### src/rtl/skt_pkg.sv
// shared types and constants of the sorted key table
// no dependencies; imported by the engine and the top level
`timescale 1ns / 1ps

package skt_pkg;

    localparam int DEPTH_DEF    = 16;
    localparam int KEY_BITS_DEF = 16;
    localparam int KEY_W        = 16;
    localparam int PAY_W        = 32;
    localparam int ENT_W        = 5;

    typedef enum logic [2:0] {
        OP_INSERT    = 3'd0,
        OP_DELETE    = 3'd1,
        OP_LOOKUP    = 3'd2,
        OP_LIST_ASC  = 3'd3,
        OP_LIST_DESC = 3'd4
    } t_op;

    typedef enum logic [2:0] {
        STS_OK       = 3'd0,
        STS_DUP      = 3'd1,
        STS_FULL     = 3'd2,
        STS_NOTFOUND = 3'd3,
        STS_EMPTY    = 3'd4
    } t_status;

    typedef enum logic [2:0] {
        ST_IDLE,
        ST_SCAN,
        ST_SHUP,
        ST_SHDN,
        ST_WRNEW,
        ST_RESP,
        ST_LIST_RD,
        ST_LIST_OUT
    } t_state;

    typedef struct packed {
        t_status            status;
        logic [KEY_W-1:0]   key;
        logic [PAY_W-1:0]   payload;
        logic [ENT_W-1:0]   entries;
        logic               last;
    } t_res;

endpackage

### src/rtl/skt_ram.sv
// generic single-clock ram, one write port and one read port, registered read
// no dependencies
`timescale 1ns / 1ps

module skt_ram #(
    parameter int WIDTH = 8,
    parameter int DEPTH = 16
) (
    input  logic                     i_clk,
    input  logic                     i_we,
    input  logic [$clog2(DEPTH)-1:0] i_waddr,
    input  logic [WIDTH-1:0]         i_wdata,
    input  logic                     i_re,
    input  logic [$clog2(DEPTH)-1:0] i_raddr,
    output logic [WIDTH-1:0]         o_rdata
);

    logic [WIDTH-1:0] r_mem [DEPTH];
    logic [WIDTH-1:0] r_rdata;

    always_ff @(posedge i_clk) begin
        if (i_we) begin
            r_mem[i_waddr] <= i_wdata;
        end
        // read data holds until the next read
        if (i_re) begin
            r_rdata <= r_mem[i_raddr];
        end
    end

    assign o_rdata = r_rdata;

endmodule

### src/rtl/skt_engine.sv
// sequencer of the sorted key table: scan, shift, insert, delete and listing
// uses skt_pkg; drives the entry ram and hands results to the output register
`timescale 1ns / 1ps

module skt_engine
    import skt_pkg::*;
#(
    parameter int DEPTH    = DEPTH_DEF,
    parameter int KEY_BITS = KEY_BITS_DEF,
    parameter int KW       = (KEY_BITS < KEY_W) ? KEY_BITS : KEY_W
) (
    input  logic                     i_clk,
    input  logic                     i_rst_n,
    input  logic                     i_valid,
    output logic                     o_ready,
    input  logic [2:0]               i_op,
    input  logic [KEY_W-1:0]         i_key,
    input  logic [PAY_W-1:0]         i_payload,
    output logic                     o_push,
    output t_res                     o_res,
    input  logic                     i_slot_free,
    output logic                     o_we,
    output logic [$clog2(DEPTH)-1:0] o_waddr,
    output logic [KW+PAY_W-1:0]      o_wdata,
    output logic                     o_re,
    output logic [$clog2(DEPTH)-1:0] o_raddr,
    input  logic [KW+PAY_W-1:0]      i_rdata
);

    localparam int IW = $clog2(DEPTH);
    localparam int CW = $clog2(DEPTH + 1);

    t_state           r_state, n_state;
    t_op              r_op, n_op;
    logic [KW-1:0]    r_key, n_key;
    logic [PAY_W-1:0] r_pay, n_pay;
    logic [CW-1:0]    r_fill, n_fill;
    logic [IW-1:0]    r_ri, n_ri;
    logic             r_go, n_go;
    logic             r_dv, n_dv;
    logic [IW-1:0]    r_ci, n_ci;
    logic [IW-1:0]    r_pos, n_pos;
    t_status          r_sts, n_sts;
    logic [KW-1:0]    r_okey, n_okey;
    logic [PAY_W-1:0] r_opay, n_opay;

    logic [KW-1:0]    rd_key;
    logic [PAY_W-1:0] rd_pay;
    logic [CW-1:0]    fill_m1;
    logic             hit, found, at_end, list_last;

    assign rd_key    = i_rdata[KW+PAY_W-1:PAY_W];
    assign rd_pay    = i_rdata[PAY_W-1:0];
    assign fill_m1   = r_fill - 1'b1;
    // first stored key not below the search key, or the end of the table
    assign hit       = r_dv && (rd_key >= r_key);
    assign found     = hit && (rd_key == r_key);
    assign at_end    = r_dv && (CW'(r_ci) == fill_m1);
    assign list_last = (CW'(r_ri) == fill_m1);

    always_ff @(posedge i_clk) begin
        if (!i_rst_n) begin
            r_state <= ST_IDLE;
            r_fill  <= '0;
            r_go    <= 1'b0;
            r_dv    <= 1'b0;
        end else begin
            r_state <= n_state;
            r_fill  <= n_fill;
            r_go    <= n_go;
            r_dv    <= n_dv;
        end
    end

    always_ff @(posedge i_clk) begin
        r_op   <= n_op;
        r_key  <= n_key;
        r_pay  <= n_pay;
        r_ri   <= n_ri;
        r_ci   <= n_ci;
        r_pos  <= n_pos;
        r_sts  <= n_sts;
        r_okey <= n_okey;
        r_opay <= n_opay;
    end

    always_comb begin
        n_state = r_state;
        n_op    = r_op;
        n_key   = r_key;
        n_pay   = r_pay;
        n_fill  = r_fill;
        n_ri    = r_ri;
        n_go    = r_go;
        n_dv    = 1'b0;
        n_ci    = r_ci;
        n_pos   = r_pos;
        n_sts   = r_sts;
        n_okey  = r_okey;
        n_opay  = r_opay;
        o_ready = 1'b0;
        o_push  = 1'b0;
        o_res   = '{status: r_sts, key: KEY_W'(r_okey), payload: r_opay,
                    entries: ENT_W'(r_fill), last: 1'b1};
        o_we    = 1'b0;
        o_waddr = r_pos;
        o_wdata = i_rdata;
        o_re    = 1'b0;
        o_raddr = r_ri;

        unique case (r_state)
            ST_IDLE: begin
                o_ready = 1'b1;
                if (i_valid) begin
                    n_op  = t_op'(i_op);
                    n_key = i_key[KW-1:0];
                    n_pay = i_payload;
                    n_ri  = '0;
                    n_go  = 1'b1;
                    n_pos = '0;
                    unique case (t_op'(i_op)) inside
                        OP_INSERT: begin
                            n_state = (r_fill == '0) ? ST_WRNEW : ST_SCAN;
                        end
                        OP_DELETE: begin
                            if (r_fill == '0) begin
                                n_sts   = STS_NOTFOUND;
                                n_okey  = '0;
                                n_opay  = '0;
                                n_state = ST_RESP;
                            end else begin
                                n_state = ST_SCAN;
                            end
                        end
                        OP_LOOKUP, OP_LIST_ASC, OP_LIST_DESC: begin
                            if (r_fill == '0) begin
                                n_sts   = STS_EMPTY;
                                n_okey  = '0;
                                n_opay  = '0;
                                n_state = ST_RESP;
                            end else if (t_op'(i_op) == OP_LOOKUP) begin
                                n_state = ST_SCAN;
                            end else begin
                                n_state = ST_LIST_RD;
                            end
                        end
                        default: begin
                            n_state = ST_IDLE;
                        end
                    endcase
                end
            end

            ST_SCAN: begin
                // one read issued per cycle, compare on the returning data
                if (r_go) begin
                    o_re = 1'b1;
                    n_dv = 1'b1;
                    n_ci = r_ri;
                    if (CW'(r_ri) == fill_m1) begin
                        n_go = 1'b0;
                    end else begin
                        n_ri = r_ri + 1'b1;
                    end
                end
                if (hit || at_end) begin
                    n_go  = 1'b0;
                    n_dv  = 1'b0;
                    n_pos = hit ? r_ci : r_fill[IW-1:0];
                    n_okey = rd_key;
                    n_opay = rd_pay;
                    n_state = ST_RESP;
                    unique case (r_op)
                        OP_INSERT: begin
                            if (found) begin
                                n_sts = STS_DUP;
                            end else if (r_fill == CW'(DEPTH)) begin
                                n_sts  = STS_FULL;
                                n_okey = '0;
                                n_opay = '0;
                            end else if (!hit) begin
                                n_state = ST_WRNEW;
                            end else begin
                                n_ri    = fill_m1[IW-1:0];
                                n_go    = 1'b1;
                                n_state = ST_SHUP;
                            end
                        end
                        OP_DELETE: begin
                            if (!found) begin
                                n_sts  = STS_NOTFOUND;
                                n_okey = '0;
                                n_opay = '0;
                            end else begin
                                n_sts = STS_OK;
                                if (CW'(r_ci) == fill_m1) begin
                                    n_fill = fill_m1;
                                end else begin
                                    n_ri    = r_ci + 1'b1;
                                    n_go    = 1'b1;
                                    n_state = ST_SHDN;
                                end
                            end
                        end
                        default: begin
                            if (found) begin
                                n_sts = STS_OK;
                            end else begin
                                n_sts  = STS_NOTFOUND;
                                n_okey = '0;
                                n_opay = '0;
                            end
                        end
                    endcase
                end
            end

            ST_SHUP: begin
                // move entries pos..fill-1 up by one, from the top down
                if (r_go) begin
                    o_re = 1'b1;
                    n_dv = 1'b1;
                    n_ci = r_ri;
                    if (r_ri == r_pos) begin
                        n_go = 1'b0;
                    end else begin
                        n_ri = r_ri - 1'b1;
                    end
                end
                if (r_dv) begin
                    o_we    = 1'b1;
                    o_waddr = r_ci + 1'b1;
                end
                if (!r_go && !r_dv) begin
                    n_state = ST_WRNEW;
                end
            end

            ST_WRNEW: begin
                o_we    = 1'b1;
                o_waddr = r_pos;
                o_wdata = {r_key, r_pay};
                n_fill  = r_fill + 1'b1;
                n_sts   = STS_OK;
                n_okey  = r_key;
                n_opay  = r_pay;
                n_state = ST_RESP;
            end

            ST_SHDN: begin
                // move entries pos+1..fill-1 down by one, from the bottom up
                if (r_go) begin
                    o_re = 1'b1;
                    n_dv = 1'b1;
                    n_ci = r_ri;
                    if (CW'(r_ri) == fill_m1) begin
                        n_go = 1'b0;
                    end else begin
                        n_ri = r_ri + 1'b1;
                    end
                end
                if (r_dv) begin
                    o_we    = 1'b1;
                    o_waddr = r_ci - 1'b1;
                end
                if (!r_go && !r_dv) begin
                    n_fill  = fill_m1;
                    n_state = ST_RESP;
                end
            end

            ST_RESP: begin
                o_push = i_slot_free;
                if (i_slot_free) begin
                    n_state = ST_IDLE;
                end
            end

            ST_LIST_RD: begin
                o_re    = 1'b1;
                o_raddr = (r_op == OP_LIST_ASC) ? r_ri : (fill_m1[IW-1:0] - r_ri);
                n_state = ST_LIST_OUT;
            end

            ST_LIST_OUT: begin
                o_res = '{status: STS_OK, key: KEY_W'(rd_key), payload: rd_pay,
                          entries: ENT_W'(r_fill), last: list_last};
                o_push = i_slot_free;
                if (i_slot_free) begin
                    if (list_last) begin
                        n_state = ST_IDLE;
                    end else begin
                        n_ri    = r_ri + 1'b1;
                        n_state = ST_LIST_RD;
                    end
                end
            end

            default: begin
                n_state = ST_IDLE;
            end
        endcase
    end

    a_fill_bound: assert property (@(posedge i_clk) disable iff (!i_rst_n)
        r_fill <= CW'(DEPTH))
        else $error("fill count beyond depth");

    a_no_rw_clash: assert property (@(posedge i_clk) disable iff (!i_rst_n)
        (o_we && o_re) |-> (o_waddr != o_raddr))
        else $error("read and write of the same entry in one cycle");

    a_last_ends: assert property (@(posedge i_clk) disable iff (!i_rst_n)
        (o_push && o_res.last) |=> (r_state == ST_IDLE))
        else $error("final beat did not return the sequencer to idle");

    a_insert_grows: assert property (@(posedge i_clk) disable iff (!i_rst_n)
        (r_state == ST_WRNEW) |=> (r_fill == $past(r_fill) + 1'b1))
        else $error("insert did not grow the table");

endmodule

### src/rtl/sorted_key_table.sv
// Sorted key table: keeps up to DEPTH unique keys in ascending order, each with a
// 32-bit payload, in one entry ram; one input beat is one operation (insert,
// delete, lookup, list ascending, list descending). Lookup, insert and delete
// scan the ram one entry per cycle until the first key not below the search key
// or the end of the table; insert then moves the entries from that point up, and
// delete those above it, one per cycle, since the ram has a single read and a
// single write port. Listing reads each entry from the ram, then hands it out as
// a result beat, and reads the next only once the output has taken that beat. A
// new operation is taken only after the previous one has handed its last result
// to the output register. Unknown op codes are consumed without a result.
// uses skt_pkg, skt_ram and skt_engine
`timescale 1ns / 1ps

module sorted_key_table
    import skt_pkg::*;
#(
    parameter int DEPTH    = DEPTH_DEF,
    parameter int KEY_BITS = KEY_BITS_DEF
) (
    input  logic        i_clk,
    input  logic        i_rst_n,
    input  logic        s_axis_tvalid,
    output logic        s_axis_tready,
    input  logic [47:0] s_axis_tdata,   // key[15:0], payload[47:16]
    input  logic [2:0]  s_axis_tuser,   // op[2:0]
    output logic        m_axis_tvalid,
    input  logic        m_axis_tready,
    output logic [55:0] m_axis_tdata,   // out_key[15:0], out_payload[47:16],
                                        // entries[52:48], zero fill[55:53]
    output logic [2:0]  m_axis_tuser,   // status[2:0]
    output logic        m_axis_tlast
);

    localparam int KW = (KEY_BITS < KEY_W) ? KEY_BITS : KEY_W;
    localparam int DW = KW + PAY_W;
    localparam int AW = $clog2(DEPTH);

    logic          push, slot_free;
    t_res          res;
    logic          we, re;
    logic [AW-1:0] waddr, raddr;
    logic [DW-1:0] wdata, rdata;

    logic          r_mv;
    t_res          r_mres;

    skt_ram #(
        .WIDTH (DW),
        .DEPTH (DEPTH)
    ) u_ram (
        .i_clk   (i_clk),
        .i_we    (we),
        .i_waddr (waddr),
        .i_wdata (wdata),
        .i_re    (re),
        .i_raddr (raddr),
        .o_rdata (rdata)
    );

    skt_engine #(
        .DEPTH    (DEPTH),
        .KEY_BITS (KEY_BITS)
    ) u_engine (
        .i_clk       (i_clk),
        .i_rst_n     (i_rst_n),
        .i_valid     (s_axis_tvalid),
        .o_ready     (s_axis_tready),
        .i_op        (s_axis_tuser),
        .i_key       (s_axis_tdata[KEY_W-1:0]),
        .i_payload   (s_axis_tdata[KEY_W+PAY_W-1:KEY_W]),
        .o_push      (push),
        .o_res       (res),
        .i_slot_free (slot_free),
        .o_we        (we),
        .o_waddr     (waddr),
        .o_wdata     (wdata),
        .o_re        (re),
        .o_raddr     (raddr),
        .i_rdata     (rdata)
    );

    // output register: a held beat frees the slot in the cycle it is taken
    assign slot_free = !r_mv || m_axis_tready;

    always_ff @(posedge i_clk) begin
        if (!i_rst_n) begin
            r_mv <= 1'b0;
        end else if (push) begin
            r_mv <= 1'b1;
        end else if (m_axis_tready) begin
            r_mv <= 1'b0;
        end
    end

    always_ff @(posedge i_clk) begin
        if (push) begin
            r_mres <= res;
        end
    end

    assign m_axis_tvalid = r_mv;
    assign m_axis_tdata  = {3'b000, r_mres.entries, r_mres.payload, r_mres.key};
    assign m_axis_tuser  = r_mres.status;
    assign m_axis_tlast  = r_mres.last;

endmodule
### config.mk
export PLATFORM = sky130hd
export DESIGN_NAME = sorted_key_table
export DESIGN_NICKNAME = d
export VERILOG_FILES = /design/src/rtl/skt_pkg.sv /design/src/rtl/skt_ram.sv /design/src/rtl/skt_engine.sv /design/src/rtl/sorted_key_table.sv
export SDC_FILE = /design/constraint.sdc
export NUM_CORES = 1
export LEC_CHECK = 0
export BUFFER_PORTS_ARGS = -buffer_cell sky130_fd_sc_hd__buf_2
export CORE_ASPECT_RATIO = 0.7
export CORE_MARGIN = 3
export CORE_UTILIZATION = 39
export CTS_CLUSTER_DIAMETER = 40
export DETAILED_ROUTE_END_ITERATION = 6
export PLACE_DENSITY = 0.63
export REMOVE_ABC_BUFFERS = 1
export SYNTH_ARGS = -nofsm -noshare
export SYNTH_HDL_FRONTEND = slang
export SYNTH_SLANG_ARGS = --single-unit
### constraint.sdc
create_clock -name i_clk -period 5.93 [get_ports i_clk]
set_clock_uncertainty 0.05 [all_clocks]
set_input_delay 1.186 -clock i_clk [delete_from_list [all_inputs] [get_ports i_clk]]
set_output_delay 1.186 -clock i_clk [all_outputs]
set_load 0.05 [all_outputs]
==> results of run 1 <==
-- layout by cell type, fill, tap and decap left out, types with 8 or more instances in the layout --
cell type   netlist  routed
buf_4             9      38
clkinvlp_4        0      11
bufinv_16         0      12
nand2_1         372     371
clkbuf_1         44      10
buf_12            0      14
a21oi_1          25      23
dfxtp_1          11      11
mux4_2          190     190
buf_2            28     113
inv_1            34      34
nand2b_1          8       8
nor2_4            0      19
clkinv_2          0      16
xnor2_1          14      14
clkinv_1          0      11
o21ai_0          57      53
ha_1             25      25
inv_6             0      15
nor2_1           42      23
xor2_1           10      10
clkbuf_16         0     111
mux2i_1         148     147
nand3_1          12      11
edfxtp_1        987     987
-- flip-flops by register name, summed over array words and instances (netlist names), 3 cells and up --
name and count:
u_engine.r_op 3, u_engine.r_ri 4, u_engine.r_sts 3, u_engine.r_opay 32, m_axis_tuser 3, u_engine.r_pos 4, u_engine.r_ci 4, u_engine.r_okey 16
u_ram.r_mem 768, u_ram.o_rdata 48, u_engine.r_fill 5, u_engine.r_state 3, m_axis_tdata 53, u_engine.r_pay 32, u_engine.r_key 16
-- worst max-delay path by stage --
stage                   startpoint           endpoint  cells after the start
2_1_floorplan   u_engine.r_fill[0]   u_ram.o_rdata[0]                      8
3_3_place_gp   u_engine.r_state[1]  u_ram.o_rdata[10]                      7
3_5_place_dp   u_engine.r_state[1]   u_ram.o_rdata[9]                      7
4_1_cts        u_engine.r_state[1]   u_ram.o_rdata[9]                      7
5_1_grt        u_engine.r_state[1]   u_ram.o_rdata[9]                      7
6_report       u_engine.r_state[1]   u_ram.o_rdata[9]                      7
-- per-stage QoR --
step	std cells	setup TNS, ns	util [%]	hold slack, ns
6_report	3747	0	45.69	0.4597
2_1_floorplan	2044	-340.53	-	0.4407
4_1_cts	3747	0	45.69	0.4674
5_1_grt	3747	0	45.69	0.4848
3_3_place_gp	3545	0	41.96	0.4519
3_5_place_dp	3545	0	41.96	0.4535
-- power breakdown --
part           total, uW  internal, uW  switching, uW
Clock               6970          4030           2940
Sequential         10800         10200            519
Combinational       7770          2880           4880
-- area by class of cell --
type,instances,area (sq um),share of cell area [%]
Tap cell,1336,1672,3.632
Multi-Input combinational cell,1012,9483,20.60
Timing Repair Buffer,165,1131,2.457
Clock buffer,121,2815,6.116
Sequential cell,998,29860,64.87
Clock inverter,81,939.7,2.042
Inverter,34,127.6,0.2773
-- metal layers --
metal / up-vias / track usage (%) / share of wire (%)
met1: 10770 / 26.76 / 46
li1: 8805 / - / -
met4: 0 / 4.748 / 2.2
met3: 135 / 4.271 / 7.6
met5: - / 0 / 0
met2: 766 / 26.84 / 44
-- cells by family after synthesis --
| family | Yosys count | share of synthesized area, % |
|---|---|---|
| flops | 998 | 74.93 |
| compound gates | 135 | 2.148 |
| other cells | 1 | 0.009411 |
| xor+xnor | 27 | 0.6814 |
| fa+ha+maj | 26 | 0.8352 |
| mux | 341 | 14.55 |
| buf+inv | 141 | 1.859 |
| simple gates | 480 | 4.986 |
==> summary.md, run 1 <==
| Metric | Value |
|---|---|
| Post-layout nets | `2,402` |
| RePlAce Congestion | `0.8681` |
| I/O Buffers | `113` |
| Vias in the first global route | `20,570` |
| Syn-to-layout area delta | `15.50%` |
| Slowest cell on the critical path | `mux2_8` |
| RSZ-0062 raised after global routing | `no` |
| Hold Startpoint | `u_engine.r_sts[2]` |
| Class of the most critical setup path | `reg2reg` |
| Max clock buf depth | `3` |
| CTS Hold Bufs | `0` |
| Yosys Warn Count | `0` |
| Clk Tree Root Cell | `clkbuf_16` |
| Post-route antenna net violation count | `0` |
| Slew Limit Headroom | `25.05%` |
| Nature of the critical path endpoint | `flop` |
| Clk slew on worst S/H paths | `0.06 ns` |
| Final Hold Viols | `0` |
| Routed length per instance | `25.56 microns` |
| Grt total ovfl | `0` |
| Most used cell, CP | `mux2i_1` |
| Most frequent cells after synthesis | `edfxtp_1 (987), nand2_1 (372), mux4_2 (190)` |
| WL final | `95.79 mm` |
| Post-DP HPWL | `49.97 mm` |
| CP max FO | `74` |
| Status | `finished, final reports clean` |
| GRT Overall Usage | `18.05%` |
| R2R cell count | `7` |
| Startpoint types | `flop` |
| Post-Synthesis Cells | `2,149` |
| Worst IR Drop VDD | `0.3423 mV` |
| Hold Path Class | `reg2reg` |
| DIE AREA | `0.1061 sq mm` |
| Core ar. | `0.1007 sq mm` |
| Filler cell count | `8,459` |
| Hold EP | `m_axis_tuser[2]` |
| R2r startpoint | `u_engine.r_state[1]` |
| Diodes inserted | `0` |
| Initial DRT Pass Iterations | `7` |
| Ys async rst share | `0%` |
| Ys flop type | `edfxtp_1` |
| Final Total Pwr | `25,490 uW` |
| CTS H-tree lvls | `3` |
| CTS tree | `yes` |
| Largest net degree at the start of global routing | `115` |
| Top cells by area, synth | `edfxtp_1 (74%), mux4_2 (11%), mux2i_1 (3.7%)` |
| Post-cts repair resize count | `0` |
| DR DRC count | `0` |
| Via density | `5.466` |
| WP data required | `6.32 ns` |
| Endpoints failing setup | `0` |
| Most frequent cell after synthesis | `edfxtp_1` |
| Design area | `0.04603 sq mm` |
| Pwr Density | `553.8 mW/mm^2` |
| Avg Inst Size Synth | `18.54 sq um` |
| Reg-to-reg endpoint | `u_ram.o_rdata[9]` |
| Max-cap violations | `0` |
| Setup ws final | `1.463 ns` |
| Fin crit period | `4.467 ns` |
| Clock latency on the worst-skew pair | `0.73 ns` |
| Synthesized area | `0.03985 sq mm` |
| Placed instance area | `0.04227 sq mm` |
| DP Worst Slack | `1.322 ns` |
| Die W | `388.1 microns` |
| Slack of the worst reg-to-reg path | `1.46 ns` |
| FP Rows | `97` |
| Fin crit share | `75.33%` |
| Post-CTS setup buffer count | `0` |
| Die Span Y | `273.4 microns` |
| First-pass GRT wire length | `140.0 mm` |
| Worst Hold Depth | `1` |
| CP max stage delay | `0.91 ns` |
| Slew Limit Fails | `0` |
| Top Family by Delay on Critical Path | `multiplexers` |
| Seq/Total Area, Yosys | `74.93%` |
| Ratio of cells with drive above 1 in the final layout | `23.85%` |
| Worst EP arrival | `4.86 ns` |
| CP Cell Sequence | `inv_1 > a311oi_4 > mux2_8 > buf_4 > mux4_2 > mux2i_1 > mux2i_1` |
| Total I/O pin count | `117` |
| Register bit total from synthesis | `998` |
| Post-synth EDFFs | `987` |
| Initial Util | `39.56%` |
| # clock sinks | `998` |
| CP Buf/Inv Count | `2` |
| Vias | `20,480` |
| Top cell type's share of synthesized area | `74.38%` |
| Synth unique cells | `71` |
| Worst-Margin Slew | `1.124 ns` |
| Fmax | `0.2238 GHz` |
| Total leakage power | `0.01585 uW` |
| Total CTS buffers | `110` |
| Initial antenna violation count | `0` |
| 1st-iter DRT viols | `2,180` |
| Synth area leader | `edfxtp_1` |
No activity file was read; power rests on OpenSTA's default activity.
==> run 2: changes to the inputs <==
==> constraint.sdc (replaced) <==
create_clock -name i_clk -period 4.5 [get_ports i_clk]
set_clock_uncertainty 0.05 [all_clocks]
set_input_delay 0.9 -clock i_clk [delete_from_list [all_inputs] [get_ports i_clk]]
set_output_delay 0.9 -clock i_clk [all_outputs]
set_load 0.05 [all_outputs]
==> summary.md, run 2 (synthesis results as in run 1) <==
| Metric | Value |
|---|---|
| Total CTS buffers | `109` |
| Slew Limit Headroom | `29.56%` |
| Fmax | `0.2612 GHz` |
| Vias in the first global route | `21,050` |
| Commonest non-fill, non-tap cells in the layout | `edfxtp_1 (987), nand2_1 (371), mux4_2 (190)` |
| Filler cell count | `8,457` |
| CP Buf/Inv Count | `0` |
| Placed instance area | `0.04277 sq mm` |
| Largest net degree at the start of global routing | `61` |
| Commonest non-fill, non-tap cell in the layout | `edfxtp_1` |
| RePlAce Congestion | `0.8680` |
| Initial DRT Pass Iterations | `5` |
| DR WL met2 | `44.79 mm` |
| R2r startpoint | `u_ram.o_rdata[47]` |
| Worst IR Drop VDD | `0.4491 mV` |
| Post-layout nets | `2,440` |
| Met3 WL | `8.005 mm` |
| WP data required | `4.77 ns` |
| Worst-Margin Slew | `1.057 ns` |
| R2R cell count | `8` |
| Post-cts repair resize count | `0` |
| 1st-iter DRT viols | `2,221` |
| Fin crit share | `85.09%` |
| Non-filler cells, final | `3,792` |
| Post-route antenna net violation count | `0` |
| Post-Route Setup TNS | `0 ns` |
| Post-DP HPWL | `53.65 mm` |
| CP max stage delay | `0.66 ns` |
| GRT Overall Usage | `18.37%` |
| Top Family by Delay on Critical Path | `simple AND/OR/NAND/NOR gates` |
| Die W | `388.1 microns` |
| Slew Limit Fails | `0` |
| Class of the most critical setup path | `reg2reg` |
| Design area | `0.04647 sq mm` |
| RSZ-0062 raised after global routing | `no` |
| Initial antenna violation count | `3` |
| Total leakage power | `0.01607 uW` |
| Max clock buf depth | `3` |
| CP max FO | `4` |
| Total I/O pin count | `117` |
| Hold Startpoint | `s_axis_tdata[35]` |
| Slack of the worst reg-to-reg path | `0.67 ns` |
| CTS H-tree lvls | `3` |
| Clock latency on the worst-skew pair | `0.72 ns` |
| CTS Hold Bufs | `0` |
| CTS tree | `yes` |
| Hold EP | `u_engine.r_pay[19]` |
| Initial Util | `39.56%` |
| Core Util, Final | `46.13%` |
| # clock sinks | `998` |
| Routed length per instance | `25.62 microns` |
| Grt total ovfl | `0` |
| First-pass GRT wire length | `143.0 mm` |
| DR DRC count | `0` |
| Vias | `20,730` |
| WL final | `97.17 mm` |
| Placed cells | `3,583` |
| CP Cell Sequence | `ha_1 > nand4_1 > nor4_2 > a31oi_1 > a31o_2 > and2_4 > or3_1 > a211oi_1` |
| Reg-to-reg endpoint | `u_engine.r_sts[0]` |
| Die Span Y | `273.4 microns` |
| Status | `finished, final reports clean` |
| I/O Buffers | `113` |
| Worst Hold Depth | `1` |
| Post-CTS setup buffer count | `0` |
| Final Hold Viols | `0` |
| Via density | `5.467` |
| Largest register FFs | `768` |
| Top sig layer | `met4` |
| Hold slack final | `0.3028 ns` |
| Slowest cell on the critical path | `a211oi_1` |
| Clk Tree Root Cell | `clkbuf_16` |
| M1 WL | `42.45 mm` |
| Diodes inserted | `0` |
| Syn-to-layout area delta | `16.61%` |
| Core ar. | `0.1007 sq mm` |
| DIE AREA | `0.1061 sq mm` |
| Max-cap violations | `0` |
| Nature of the critical path endpoint | `flop` |
| Ratio of cells with drive above 1 in the final layout | `24.88%` |
| Pwr Density | `727.0 mW/mm^2` |
| Endpoints failing setup | `0` |
| Fin crit period | `3.829 ns` |
| Startpoint types | `flop` |
| Hold Path Class | `in2reg` |
| Largest reg by FF count | `u_ram.r_mem` |
| Worst EP arrival | `4.10 ns` |
| Clk slew on worst S/H paths | `0.07 ns` |
| FP Rows | `97` |
[run 2: layer usage]
metal | vias up | track usage, %
li1 | 8894 | -
met4 | 0 | 4.949
met1 | 10840 | 26.49
met3 | 133 | 3.697
met5 | - | 0
met2 | 864 | 28.61
[run 2: how the worst max path moves through the flow]
stage / from / to / slack [ns] / cells after the start
global placement: u_engine.r_state[0] / u_ram.o_rdata[32] / 0.84 / 7
CTS: u_engine.r_fill[1] / u_ram.o_rdata[7] / 0.76 / 12
global route: u_ram.o_rdata[47] / u_engine.r_sts[0] / 0.55 / 8
finish: u_ram.o_rdata[47] / u_engine.r_sts[0] / 0.67 / 8
floorplan: u_engine.r_fill[0] / u_ram.o_rdata[0] / -8.52 / 8
detailed placement: u_engine.r_fill[1] / u_ram.o_rdata[7] / 0.75 / 12
[run 2: final cells by class]
type	instances	area (sq um)	share of cell area, %
timing repair buffer	204	1637	3.522
inverter	34	127.6	0.2747
multi-input combinational	1012	9483	20.41
clock inverter	84	904.6	1.947
tap	1336	1672	3.597
sequential	998	29860	64.26
clock buffer	124	2784	5.991
[run 2: stage by stage]
stage	worst slack [ns]	total power [uW]
6_report	0.6711	33780
2_1_floorplan	-8.525	21100
5_1_grt	0.5463	35370
4_1_cts	0.7569	34050
3_5_place_dp	0.7532	24970
3_3_place_gp	0.8395	24630
[run 2: where the power goes]
part | switching [uW] | internal (uW)
Sequential | 605 | 13500
Combinational | 6640 | 4040
Clock | 3920 | 5100
Total | 11200 | 22600
==> run 3: changes to the inputs <==
--- a/config.mk
+++ b/config.mk
@@ -6,12 +6,15 @@
 export NUM_CORES = 1
 export LEC_CHECK = 0
 export BUFFER_PORTS_ARGS = -buffer_cell sky130_fd_sc_hd__buf_2
+export CELL_PAD_IN_SITES_DETAIL_PLACEMENT = 1
+export CELL_PAD_IN_SITES_GLOBAL_PLACEMENT = 2
 export CORE_ASPECT_RATIO = 0.7
 export CORE_MARGIN = 3
 export CORE_UTILIZATION = 39
 export CTS_CLUSTER_DIAMETER = 40
 export DETAILED_ROUTE_END_ITERATION = 6
-export PLACE_DENSITY = 0.63
+export PLACE_DENSITY = 0.75
+export RECOVER_POWER = 50
 export REMOVE_ABC_BUFFERS = 1
 export SYNTH_ARGS = -nofsm -noshare
 export SYNTH_HDL_FRONTEND = slang
==> constraint.sdc (replaced) <==
create_clock -name i_clk -period 4.5 [get_ports i_clk]
set_clock_uncertainty 0.05 [all_clocks]
set_input_delay 0.45 -clock i_clk [delete_from_list [all_inputs] [get_ports i_clk]]
set_output_delay 0.45 -clock i_clk [all_outputs]
set_load 0.05 [all_outputs]
==> summary.md, run 3 (synthesis results as in run 1) <==
| Metric | Value |
|---|---|
| 1st-iter DRT viols | `2,159` |
| R2r startpoint | `u_engine.r_state[2]` |
| Total I/O pin count | `117` |
| Clk slew on worst S/H paths | `0.06 ns` |
| RSZ-0062 raised after global routing | `no` |
| Final Hold Viols | `0` |
| First-pass GRT wire length | `153.8 mm` |
| Core ar. | `0.1007 sq mm` |
| Initial Util | `39.56%` |
| Largest register FFs | `768` |
| Max-cap violations | `5` |
| Post-Route Setup TNS | `0 ns` |
| Die Span Y | `273.4 microns` |
| Routed length per instance | `27.18 microns` |
| DIE AREA | `0.1061 sq mm` |
| Pwr Density | `750.6 mW/mm^2` |
| CTS H-tree lvls | `3` |
| Grt total ovfl | `0` |
| Worst Hold Depth | `2` |
| Vias | `21,320` |
| Endpoints failing setup | `0` |
| DP Worst Slack | `0.7688 ns` |
| Syn-to-layout area delta | `18.44%` |
| Fmax | `0.2495 GHz` |
| Total leakage power | `0.01619 uW` |
| Startpoint types | `flop` |
| CTS tree | `yes` |
| Fin crit share | `89.06%` |
| Via density | `5.546` |
| FP Rows | `97` |
| Initial DRT Pass Iterations | `5` |
| Slack of the worst reg-to-reg path | `0.49 ns` |
| Core Util, Final | `46.85%` |
| Slew Limit Headroom | `-47.94%` |
| Post-DP HPWL | `59.55 mm` |
| Worst-Margin Slew | `2.219 ns` |
| Commonest non-fill, non-tap cells in the layout | `edfxtp_1 (987), nand2_1 (371), mux4_2 (190)` |
| Fin crit period | `4.008 ns` |
| CP max FO | `49` |
| Largest reg by FF count | `u_ram.r_mem` |
| DR DRC count | `0` |
| Worst IR Drop VDD | `0.3374 mV` |
| Post-CTS setup buffer count | `0` |
| R2R cell count | `5` |
| Hold slack final | `0.08714 ns` |
| Initial antenna violation count | `0` |
| Hold EP | `u_engine.r_dv` |
| Largest net degree at the start of global routing | `52` |
| WL final | `104.5 mm` |
| Hold Startpoint | `i_rst_n` |
| Nature of the critical path endpoint | `flop` |
| Post-route antenna net violation count | `0` |
| RePlAce Congestion | `0.8230` |
| Class of the most critical setup path | `reg2reg` |
| Reg-to-reg endpoint | `u_ram.r_mem[14][36]` |
| Clk Tree Root Cell | `clkbuf_16` |
| Die W | `388.1 microns` |
| Total CTS buffers | `118` |
| Clock latency on the worst-skew pair | `0.70 ns` |
| Max clock buf depth | `3` |
| Worst EP arrival | `4.44 ns` |
| Commonest non-fill, non-tap cell in the layout | `edfxtp_1` |
| Setup ws final | `0.4923 ns` |
| Hold Path Class | `in2reg` |
| Post-layout nets | `2,488` |
| I/O Buffers | `113` |
| Slew Limit Fails | `151` |
| # clock sinks | `998` |
| Ratio of cells with drive above 1 in the final layout | `21.05%` |
| WP data required | `4.93 ns` |
| GRT Overall Usage | `19.64%` |
| Post-cts repair resize count | `0` |
| Vias in the first global route | `22,290` |
| Status | `finished, violations left` |
| Failing checks | `capacitance limit, slew limit` |
[run 3: area by class of cell]
cell class	count	area, sq um
diodes	1	2.502
clock buffers	136	3073
clock inverters	85	1201
fillers	9446	53540
inverters	34	127.6
multi-input cells	1012	9477
flip-flops and latches	998	29860
well taps	1336	1672
repair buffers	243	1787
[run 3: report_power, final]
group | internal (uW) | switching (uW)
clock | 6330 | 3960
sequential | 13500 | 680
combinational | 3890 | 7060
total | 23700 | 11700
[run 3: metal layers]
| metal | global-route usage (%) | share of wire, % | up-vias |
|---|---|---|---|
| li1 | - | - | 8969 |
| met1 | 29.42 | 46 | 11370 |
| met2 | 29.66 | 45 | 824 |
| met3 | 3.666 | 7.4 | 158 |
| met4 | 5.019 | 2.2 | 0 |
| met5 | 0 | 0 | - |
[run 3: repair_timing]
item / CTS / global route
setup endpoints to repair: 0 / 0
hold buffers: 50 / 0
hold endpoints to repair: 50 / 0
[run 3: worst max-delay path, cell delays in order (launching register included)]
cell and delay (ns):
dfxtp_1 0.42, clkbuf_1 0.86, nand2_4 0.66, clkbuf_2 0.89, o21ai_0 0.51, clkbuf_2 0.38
[run 3: worst max path at each step]
stage | cells after the start | slack [ns] | to | from
after floorplan | 8 | -8.52 | u_ram.o_rdata[0] | u_engine.r_fill[0]
after global placement | 9 | 0.80 | u_engine.r_opay[28] | u_ram.o_rdata[42]
after detailed placement | 9 | 0.77 | u_engine.r_opay[28] | u_ram.o_rdata[42]
after CTS | 9 | 0.72 | u_engine.r_okey[2] | u_ram.o_rdata[42]
after global routing | 5 | 0.24 | u_ram.r_mem[3][47] | u_engine.r_state[2]
final | 5 | 0.49 | u_ram.r_mem[14][36] | u_engine.r_state[2]
[run 3: through the flow]
step           instance area [sq um]  std cells  total power (uW)
2_1_floorplan                  39240       2044             21100
3_3_place_gp                   42600       3573             24890
3_5_place_dp                   42600       3573             25360
4_1_cts                        47380       3844             35800
5_1_grt                        47200       3844             37060
6_report                       47200       3845             35430
